`src/hw/rtl/led_blink_code_and_breathe_defines.svh`:
```
// ----------------------------------------------------------------------------
// LED blink code and breathe: assertion macros
// Concurrent checks that compile away in synthesis builds.
// ----------------------------------------------------------------------------
`ifndef LED_BLINK_CODE_AND_BREATHE_DEFINES_SVH
`define LED_BLINK_CODE_AND_BREATHE_DEFINES_SVH

`ifndef SYNTHESIS

// same-cycle implication
`define LBCB_ASSERT_IMPL(lbl, clk, rst_n, ante, cons) \
    lbl: assert property (@(posedge clk) disable iff (!(rst_n)) (ante) |-> (cons)) \
        else $error("lbcb: implication check failed");

// next-cycle implication
`define LBCB_ASSERT_NEXT(lbl, clk, rst_n, ante, cons) \
    lbl: assert property (@(posedge clk) disable iff (!(rst_n)) (ante) |=> (cons)) \
        else $error("lbcb: next-cycle check failed");

`else

`define LBCB_ASSERT_IMPL(lbl, clk, rst_n, ante, cons)
`define LBCB_ASSERT_NEXT(lbl, clk, rst_n, ante, cons)

`endif

`endif

```
`src/hw/rtl/lbcb_pkg.sv`:
```
// ----------------------------------------------------------------------------
// lbcb_pkg
// Constants, types and helpers shared by the LED pattern generator.
// ----------------------------------------------------------------------------
package lbcb_pkg;

    // breathe ramp shape
    localparam int LEVEL_COUNT       = 256;
    localparam int BREATHE_PERIOD_MS = 4096;
    localparam int HOLD_RAW          = (BREATHE_PERIOD_MS / 2) / LEVEL_COUNT;
    localparam int HOLD_TICKS        = (HOLD_RAW == 0) ? 1 : HOLD_RAW;
    localparam int LEVEL_W           = $clog2(LEVEL_COUNT);
    localparam int LEVEL_TOP         = LEVEL_COUNT - 1;

    // blink code timing, in ticks
    localparam int LONG_TICKS   = 500;
    localparam int SHORT_TICKS  = 250;
    localparam int GAP_TICKS    = 750;
    localparam int STEADY_TICKS = 1000;
    localparam int SHORT_LIMIT  = 9;

    localparam logic [7:0] FULL_LEVEL = 8'd255;

    localparam int TIMER_MAX = (HOLD_TICKS > STEADY_TICKS) ? HOLD_TICKS : STEADY_TICKS;
    localparam int TIMER_W   = $clog2(TIMER_MAX + 1);

    // register port
    localparam int ADDR_W = 4;
    localparam int DATA_W = 32;

    typedef logic [TIMER_W-1:0] t_timer;
    typedef logic [TIMER_W:0]   t_timer_ext;
    typedef logic [LEVEL_W-1:0] t_level;

    typedef enum logic [1:0] {
        MODE_OFF     = 2'd0,
        MODE_ERROR   = 2'd1,
        MODE_BREATHE = 2'd2,
        MODE_STEADY  = 2'd3
    } t_mode;

    typedef enum logic [1:0] {
        REG_MODE  = 2'd0,
        REG_LONG  = 2'd1,
        REG_SHORT = 2'd2
    } t_reg_idx;

    typedef enum logic [4:0] {
        PH_LONG_ON   = 5'b00001,
        PH_LONG_OFF  = 5'b00010,
        PH_SHORT_ON  = 5'b00100,
        PH_SHORT_OFF = 5'b01000,
        PH_GAP       = 5'b10000
    } t_phase;

    typedef struct packed {
        t_mode      mode;
        logic [7:0] long_blinks;
        logic [3:0] short_blinks;
    } t_cfg;

    typedef struct packed {
        logic   req;
        t_phase first;
    } t_restart;

    // counts above the limit act as the limit
    function automatic logic [3:0] short_count(input logic [3:0] raw);
        return (raw > 4'(SHORT_LIMIT)) ? 4'(SHORT_LIMIT) : raw;
    endfunction

    function automatic t_phase first_phase(input logic [7:0] long_n,
                                           input logic [3:0] short_n);
        t_phase ph;
        if (long_n != 8'd0) begin
            ph = PH_LONG_ON;
        end else if (short_count(short_n) != 4'd0) begin
            ph = PH_SHORT_ON;
        end else begin
            ph = PH_GAP;
        end
        return ph;
    endfunction

    function automatic t_timer_ext phase_len(input t_phase ph);
        t_timer_ext len;
        unique case (ph)
            PH_LONG_ON, PH_LONG_OFF:   len = t_timer_ext'(LONG_TICKS);
            PH_SHORT_ON, PH_SHORT_OFF: len = t_timer_ext'(SHORT_TICKS);
            default:                   len = t_timer_ext'(GAP_TICKS);
        endcase
        return len;
    endfunction

endpackage

```
`src/hw/rtl/lbcb_engine.sv`:
```
// ----------------------------------------------------------------------------
// lbcb_engine
// Pattern state: shows the level for the current tick, advances on a step that carries a tick.
// ----------------------------------------------------------------------------
module lbcb_engine
    import lbcb_pkg::*;
(
    input  logic       i_clk,
    input  logic       i_rst_n,
    input  t_cfg       i_cfg,
    input  t_restart   i_restart,
    input  logic       i_step,
    input  logic       i_tick,
    output logic [7:0] o_level,
    output logic       o_start
);

    t_phase     r_phase,  n_phase;
    t_timer     r_timer,  n_timer;
    logic [7:0] r_done,   n_done;
    t_level     r_ramp,   n_ramp;
    logic       r_rising, n_rising;

    t_phase     first;
    logic [3:0] short_n;
    t_timer_ext timer_inc;
    logic [8:0] done_inc;

    assign short_n   = short_count(i_cfg.short_blinks);
    assign first     = first_phase(i_cfg.long_blinks, i_cfg.short_blinks);
    assign timer_inc = {1'b0, r_timer} + t_timer_ext'(1);
    assign done_inc  = {1'b0, r_done} + 9'd1;

    // level and cycle mark for the current item
    always_comb begin
        o_level = 8'd0;
        o_start = 1'b0;
        unique case (i_cfg.mode)
            MODE_ERROR: begin
                o_level = (r_phase == PH_LONG_ON || r_phase == PH_SHORT_ON)
                          ? FULL_LEVEL : 8'd0;
                o_start = (r_phase == first) && (r_timer == '0) && (r_done == 8'd0);
            end
            MODE_BREATHE: begin
                o_level = 8'(r_ramp);
                o_start = r_rising && (r_ramp == '0) && (r_timer == '0);
            end
            MODE_STEADY: begin
                o_level = FULL_LEVEL;
                o_start = (r_timer == '0);
            end
            default: begin
                o_level = 8'd0;
                o_start = 1'b0;
            end
        endcase
        o_start = o_start & i_tick;
    end

    // state advance
    always_comb begin
        n_phase  = r_phase;
        n_timer  = r_timer;
        n_done   = r_done;
        n_ramp   = r_ramp;
        n_rising = r_rising;
        if (i_restart.req) begin
            n_phase  = i_restart.first;
            n_timer  = '0;
            n_done   = 8'd0;
            n_ramp   = '0;
            n_rising = 1'b1;
        end else if (i_step && i_tick) begin
            unique case (i_cfg.mode)
                MODE_ERROR: begin
                    if (timer_inc < phase_len(r_phase)) begin
                        n_timer = t_timer'(timer_inc);
                    end else begin
                        n_timer = '0;
                        unique case (r_phase)
                            PH_LONG_ON: begin
                                n_phase = PH_LONG_OFF;
                            end
                            PH_LONG_OFF: begin
                                if (done_inc < {1'b0, i_cfg.long_blinks}) begin
                                    n_done  = done_inc[7:0];
                                    n_phase = PH_LONG_ON;
                                end else begin
                                    n_done  = 8'd0;
                                    n_phase = (short_n != 4'd0) ? PH_SHORT_ON : PH_GAP;
                                end
                            end
                            PH_SHORT_ON: begin
                                n_phase = PH_SHORT_OFF;
                            end
                            PH_SHORT_OFF: begin
                                if (done_inc < {5'd0, short_n}) begin
                                    n_done  = done_inc[7:0];
                                    n_phase = PH_SHORT_ON;
                                end else begin
                                    n_done  = 8'd0;
                                    n_phase = PH_GAP;
                                end
                            end
                            default: begin
                                n_done  = 8'd0;
                                n_phase = first;
                            end
                        endcase
                    end
                end
                MODE_BREATHE: begin
                    if (timer_inc < t_timer_ext'(HOLD_TICKS)) begin
                        n_timer = t_timer'(timer_inc);
                    end else begin
                        n_timer = '0;
                        if (r_rising) begin
                            if (r_ramp >= t_level'(LEVEL_TOP)) begin
                                n_rising = 1'b0;
                            end else begin
                                n_ramp = r_ramp + t_level'(1);
                            end
                        end else if (r_ramp <= t_level'(1)) begin
                            n_ramp   = '0;
                            n_rising = 1'b1;
                        end else begin
                            n_ramp = r_ramp - t_level'(1);
                        end
                    end
                end
                MODE_STEADY: begin
                    n_timer = (timer_inc >= t_timer_ext'(STEADY_TICKS))
                              ? '0 : t_timer'(timer_inc);
                end
                default: begin
                    n_timer = r_timer;
                end
            endcase
        end
    end

    always_ff @(posedge i_clk) begin
        if (!i_rst_n) begin
            r_phase  <= PH_GAP;
            r_timer  <= '0;
            r_done   <= 8'd0;
            r_ramp   <= '0;
            r_rising <= 1'b1;
        end else begin
            r_phase  <= n_phase;
            r_timer  <= n_timer;
            r_done   <= n_done;
            r_ramp   <= n_ramp;
            r_rising <= n_rising;
        end
    end

endmodule

```
`src/hw/rtl/led_blink_code_and_breathe.sv`:
```
// ----------------------------------------------------------------------------
// led_blink_code_and_breathe
// Indicator LED pattern generator: blink code, breathe ramp, steady on.
// ----------------------------------------------------------------------------
// Each transaction on the input channel carries one tick flag (1 = one
// millisecond has passed, 0 = hold) and produces exactly one result: the LED
// level shown for that step and a cycle_start mark. A transaction is taken on
// every clock while the result side keeps up; the result is loaded into the
// output register on acceptance, and a new tick is still taken while that
// result waits, as long as the consumer takes it the same cycle. The pattern
// state updates in the single accept cycle, so the rate is one tick per clock
// while the consumer keeps up, set by the output register. Writing any of the
// three registers (mode at 0x0, long blink count at 0x4, short blink count at
// 0x8) restarts the pattern; writes elsewhere are ignored. Reset leaves the LED
// off (mode 0) with both counts at zero. Short counts above nine act as nine.
// ----------------------------------------------------------------------------
module led_blink_code_and_breathe
    import lbcb_pkg::*;
(
    input  logic              i_clk,
    input  logic              i_rst_n,
    // tick channel
    input  logic              i_valid,
    output logic              o_ready,
    input  logic              i_tick,
    // result channel
    output logic              o_valid,
    input  logic              i_ready,
    output logic [7:0]        o_led_level,
    output logic              o_cycle_start,
    // register port
    input  logic              psel,
    input  logic              penable,
    input  logic              pwrite,
    input  logic [ADDR_W-1:0] paddr,
    input  logic [DATA_W-1:0] pwdata,
    output logic [DATA_W-1:0] prdata,
    output logic              pready
);

`include "led_blink_code_and_breathe_defines.svh"

    // ---------------- configuration registers ----------------
    t_mode      r_mode,  n_mode;
    logic [7:0] r_long,  n_long;
    logic [3:0] r_short, n_short;

    logic       cfg_wr;
    t_reg_idx   cfg_idx;
    t_restart   restart;
    t_cfg       cfg;

    assign pready  = 1'b1;
    assign cfg_wr  = psel && penable && pwrite;
    assign cfg_idx = t_reg_idx'(paddr[ADDR_W-1:2]);

    // next register values; restart uses the values being written
    always_comb begin
        n_mode      = r_mode;
        n_long      = r_long;
        n_short     = r_short;
        restart.req = 1'b0;
        if (cfg_wr) begin
            unique case (cfg_idx)
                REG_MODE: begin
                    n_mode      = t_mode'(pwdata[1:0]);
                    restart.req = 1'b1;
                end
                REG_LONG: begin
                    n_long      = pwdata[7:0];
                    restart.req = 1'b1;
                end
                REG_SHORT: begin
                    n_short     = pwdata[3:0];
                    restart.req = 1'b1;
                end
                default: begin
                    restart.req = 1'b0;
                end
            endcase
        end
        restart.first = first_phase(n_long, n_short);
    end

    always_ff @(posedge i_clk) begin
        if (!i_rst_n) begin
            r_mode  <= MODE_OFF;
            r_long  <= 8'd0;
            r_short <= 4'd0;
        end else begin
            r_mode  <= n_mode;
            r_long  <= n_long;
            r_short <= n_short;
        end
    end

    // read back
    always_comb begin
        unique case (cfg_idx)
            REG_MODE:  prdata = DATA_W'(r_mode);
            REG_LONG:  prdata = DATA_W'(r_long);
            REG_SHORT: prdata = DATA_W'(r_short);
            default:   prdata = '0;
        endcase
    end

    assign cfg = '{mode: r_mode, long_blinks: r_long, short_blinks: r_short};

    // ---------------- pattern engine ----------------
    logic       in_acc;
    logic [7:0] eng_level;
    logic       eng_start;

    // output register is free when empty or when its result is taken this cycle
    assign o_ready = !o_valid || i_ready;
    assign in_acc  = i_valid && o_ready;

    lbcb_engine u_engine (
        .i_clk     (i_clk),
        .i_rst_n   (i_rst_n),
        .i_cfg     (cfg),
        .i_restart (restart),
        .i_step    (in_acc),
        .i_tick    (i_tick),
        .o_level   (eng_level),
        .o_start   (eng_start)
    );

    // ---------------- result register ----------------
    logic       r_out_valid;
    logic [7:0] r_level;
    logic       r_start;

    always_ff @(posedge i_clk) begin
        if (!i_rst_n) begin
            r_out_valid <= 1'b0;
        end else if (in_acc) begin
            r_out_valid <= 1'b1;
        end else if (i_ready) begin
            r_out_valid <= 1'b0;
        end
    end

    // payload, no reset needed
    always_ff @(posedge i_clk) begin
        if (in_acc) begin
            r_level <= eng_level;
            r_start <= eng_start;
        end
    end

    assign o_valid       = r_out_valid;
    assign o_led_level   = r_level;
    assign o_cycle_start = r_start;

    // ---------------- checks ----------------
    // a hold step never marks a cycle start
    `LBCB_ASSERT_NEXT(a_hold_no_start, i_clk, i_rst_n, in_acc && !i_tick, o_valid && !o_cycle_start)
    // off mode keeps the LED dark
    `LBCB_ASSERT_NEXT(a_off_dark, i_clk, i_rst_n, in_acc && (r_mode == MODE_OFF), o_led_level == 8'd0)
    // steady mode drives full scale
    `LBCB_ASSERT_NEXT(a_steady_full, i_clk, i_rst_n, in_acc && (r_mode == MODE_STEADY), o_led_level == FULL_LEVEL)
    // cycle mark only on a tick of an active mode
    `LBCB_ASSERT_IMPL(a_start_needs_mode, i_clk, i_rst_n, eng_start, i_tick && (r_mode != MODE_OFF))

endmodule
```
`config.mk`:
```
export PLATFORM = sky130hd
export DESIGN_NAME = led_blink_code_and_breathe
export DESIGN_NICKNAME = d
export VERILOG_FILES = /design/src/hw/rtl/lbcb_pkg.sv /design/src/hw/rtl/lbcb_engine.sv /design/src/hw/rtl/led_blink_code_and_breathe.sv
export VERILOG_INCLUDE_DIRS = /design/src /design/src/hw/rtl
export SDC_FILE = /design/constraint.sdc
export NUM_CORES = 1
export LEC_CHECK = 0
export BUFFER_PORTS_ARGS = -buffer_cell sky130_fd_sc_hd__buf_2
export CORE_UTILIZATION = 50
export CTS_BUF_LIST = sky130_fd_sc_hd__clkbuf_4 sky130_fd_sc_hd__clkbuf_8
export CTS_CLUSTER_DIAMETER = 120
export DETAILED_ROUTE_END_ITERATION = 8
export PLACE_DENSITY = 0.74
export SLEW_MARGIN = 25
export SYNTH_ARGS = -nofsm -noshare
export SYNTH_HDL_FRONTEND = slang
export SYNTH_SLANG_ARGS = --single-unit
```
`constraint.sdc`:
```
create_clock -name i_clk -period 3.8 [get_ports i_clk]
set_input_delay 0.38 -clock i_clk [delete_from_list [all_inputs] [get_ports i_clk]]
set_output_delay 0.38 -clock i_clk [all_outputs]
set_load 0.02 [all_outputs]
```
==> metrics.yaml <==
antenna_found_initial: 0
finalWirelength_mm: 9.615
layout_commonest_cell: "dfxtp_1"
whs_ns: 0.3279
start_kind: "flop"
synth.distinct_cells: 75
status: "finished, final reports clean"
layout-drive-gt1-share: 0.1229
yosys.area.top_type_share: 0.2194
cts_resized: 0
synth-async-reset-ratio: 0
wl_per_cell_microns: 14.79
min_path_type: "primary input to flop"
synthCells: 534
numCtsBuffers: 5
dp_hpwl_mm: 7.133
synth_top_family_by_area: "simple AND/OR/NAND/NOR gates"
slew_headroom: 0.3410
vias: 3755
yosys.area.top_type: "dfxtp_1"
synth-main-ff-cell: "dfxtp_1"
multi_input_area_sq_mm: 0.002725
timing.final.crit_period_ns: 3.502
crit_required_ns: 4.02
gp_congestion: 0.8507
fin_util: 0.5403
leakage_nw: 1.791
rsz0062_at_grt: "no"
grt_pass1_vias: 3444
register_area_sq_mm: 0.001211
clock-sinks: 56
ir_worst_vdd_mv: 0.1756
muxShareOfSynthArea: 0.04697
insertion_delay_ns: 0.32
drc: 0
cts-root-buf: "clkbuf_8"
start_util: 0.5194
design_area_sq_mm: 0.004462
synthToLayoutAreaGrowth_pct: 4.026
setup_viol: 0
row_count: 33
tritoncts: "built"
fin_tns_setup_ns: 0
die_w_microns: 94.62
grt_pass1_wl_mm: 16.02
initialDrtViolationCount: 292
ys_ff_latch: 56
nFillCells: 798
placed_area_sq_mm: 0.004369
final_nets: 611
track_usage: 0.2246
crit_arrival_ns: 3.72
synthAdderAreaFrac: 0.06709
final_max_slew_viol_count: 0
ctsHtreeMaxLevel: 2
end_kind: "flop"
synth-xor-area-share: 0.03267
die-area_sq_mm: 0.008953
synth_compound_area_frac: 0.2048
viasPerCell: 5.777
crit_fanout: 9
diodes: 0
fin_skew_ns: 0.006239
ioPinCount: 88
synth-simple-area-share: 0.2620
core-area_sq_mm: 0.008258
firstDrtPassIters: 5
clk_pin_slew_ns: 0.11
synth.area.top_cells: "dfxtp_1 22%, ha_1 6.7%, edfxtp_1 6.3%"
worstSetupPathType: "flop to flop"
final_antenna_net_count: 0
synth_area_sq_mm: 0.004289
clock_path_buffers: 2
hold_viol: 0
grt_max_degree: 26
grt_overflow_total: 0
total_power_w: 0.001072
fmax_mhz: 285.5
worstMarginPinSlew_ns: 0.9794
max_cap_viol_count: 0
portBuffers: 36
synth_edf_count: 9
post_cts_buffers: 0
synth.avg_cell_area_sq_um: 8.032
layout_common_cells: "47 x dfxtp_1, 38 x nand2_1, 36 x nor2_1, 36 x buf_2, 26 x nand3_1"
ctsHoldBuffers: 0
floorplan.die.height_microns: 94.62
min_period_over_period: 0.9217
yosysWarnings: 0
ys_seq_area_frac: 0.2824
p_per_area_mw_per_mm2: 240.3
-- Yosys cell counts (19+ instances only) --
| master | n |
|---|---|
| nand3_1 | 26 |
| inv_1 | 21 |
| dfxtp_1 | 47 |
| nand2_1 | 38 |
| o21ai_0 | 24 |
| buf_4 | 25 |
| nor2b_1 | 21 |
| clkbuf_1 | 21 |
| ha_1 | 23 |
| a21oi_1 | 24 |
| mux2i_1 | 19 |
| nor2_1 | 36 |
-- where the power goes --
part | internal [W] | leakage [nW] | switching [W]
sequential | 0.000609 | 0.470 | 0.00000637
clock | 0.000131 | 0.0404 | 0.000216
combinational | 0.0000322 | 1.28 | 0.0000772
-- critical path, stage by stage, from the launching register on --
cell and delay, ns:
dfxtp_1 0.53, xor2_1 0.17, o21ai_0 0.11, or2_2 0.29, a21oi_1 0.21, inv_1 0.07
ha_1 0.31, a2111o_1 0.41, o2111ai_4 0.23, o32ai_1 0.17, a211oi_2 0.52, a21oi_2 0.13
a211oi_1 0.26
-- cell families (layout without fill, tap and decap cells) --
logic type	after synthesis	in the layout
flops	56	56
xor+xnor	16	16
fa+ha+maj	23	23
compound gates	124	124
buf+inv	84	72
mux	20	20
other cells	2	25
simple gates	209	209
-- through the flow --
| stage | setup WS (ns) | std cells |
|---|---|---|
| final | 0.2976 | 650 |
| after global routing | 0.04651 | 650 |
| after detailed placement | 0.3271 | 642 |
| after floorplan | 0.7734 | 557 |
| after CTS | 0.2948 | 650 |
| after global placement | 0.4607 | 642 |
-- layout make-up --
| type | instances | share of cell area |
|---|---|---|
| Multi-Input combinational cell | 417 | 0.6108 |
| Sequential cell | 56 | 0.2715 |
| Timing Repair Buffer | 40 | 0.04711 |
| Tap cell | 105 | 0.02944 |
| Inverter | 24 | 0.02047 |
| Clock buffer | 5 | 0.01542 |
| Clock inverter | 3 | 0.005328 |
-- final timing paths --
path	start	end	slack, ns	depth (start not counted)
min	i_valid	o_valid$_SDFFE_PN0P_	0.33	3
max reg2reg	u_engine.r_phase[1]$_SDFFE_PN0P_	u_engine.r_timer[4]$_SDFFE_PP0P_	0.30	12
min reg2reg	u_engine.r_done[7]$_SDFFE_PP0P_	u_engine.r_done[7]$_SDFFE_PP0P_	0.54	2
max	u_engine.r_phase[1]$_SDFFE_PN0P_	u_engine.r_timer[4]$_SDFFE_PP0P_	0.30	12
-- flip-flops by register name, indices dropped and copies added, names as in the netlist --
| name | cells |
|---|---|
| u_engine.r_timer | 10 |
| o_led_level | 8 |
| r_long | 8 |
| u_engine.r_done | 8 |
| u_engine.r_ramp | 8 |
| u_engine.r_phase | 5 |
| r_short | 4 |
| r_mode | 2 |
| o_cycle_start | 1 |
| o_valid | 1 |
| u_engine.r_rising | 1 |
-- routing by layer --
| layer | GRT usage | wire length [microns] | part of all wire | up-vias |
|---|---|---|---|---|
| li1 | - | - | - | 1904 |
| met4 | 0.04672 | 76 | 0.0079 | 0 |
| met2 | 0.3927 | 4668 | 0.49 | 117 |
| met5 | 0 | 0 | 0 | - |
| met3 | 0.03060 | 436 | 0.045 | 7 |
| met1 | 0.2930 | 4433 | 0.46 | 1727 |
Note: power is estimated with default switching activity, not from simulation.
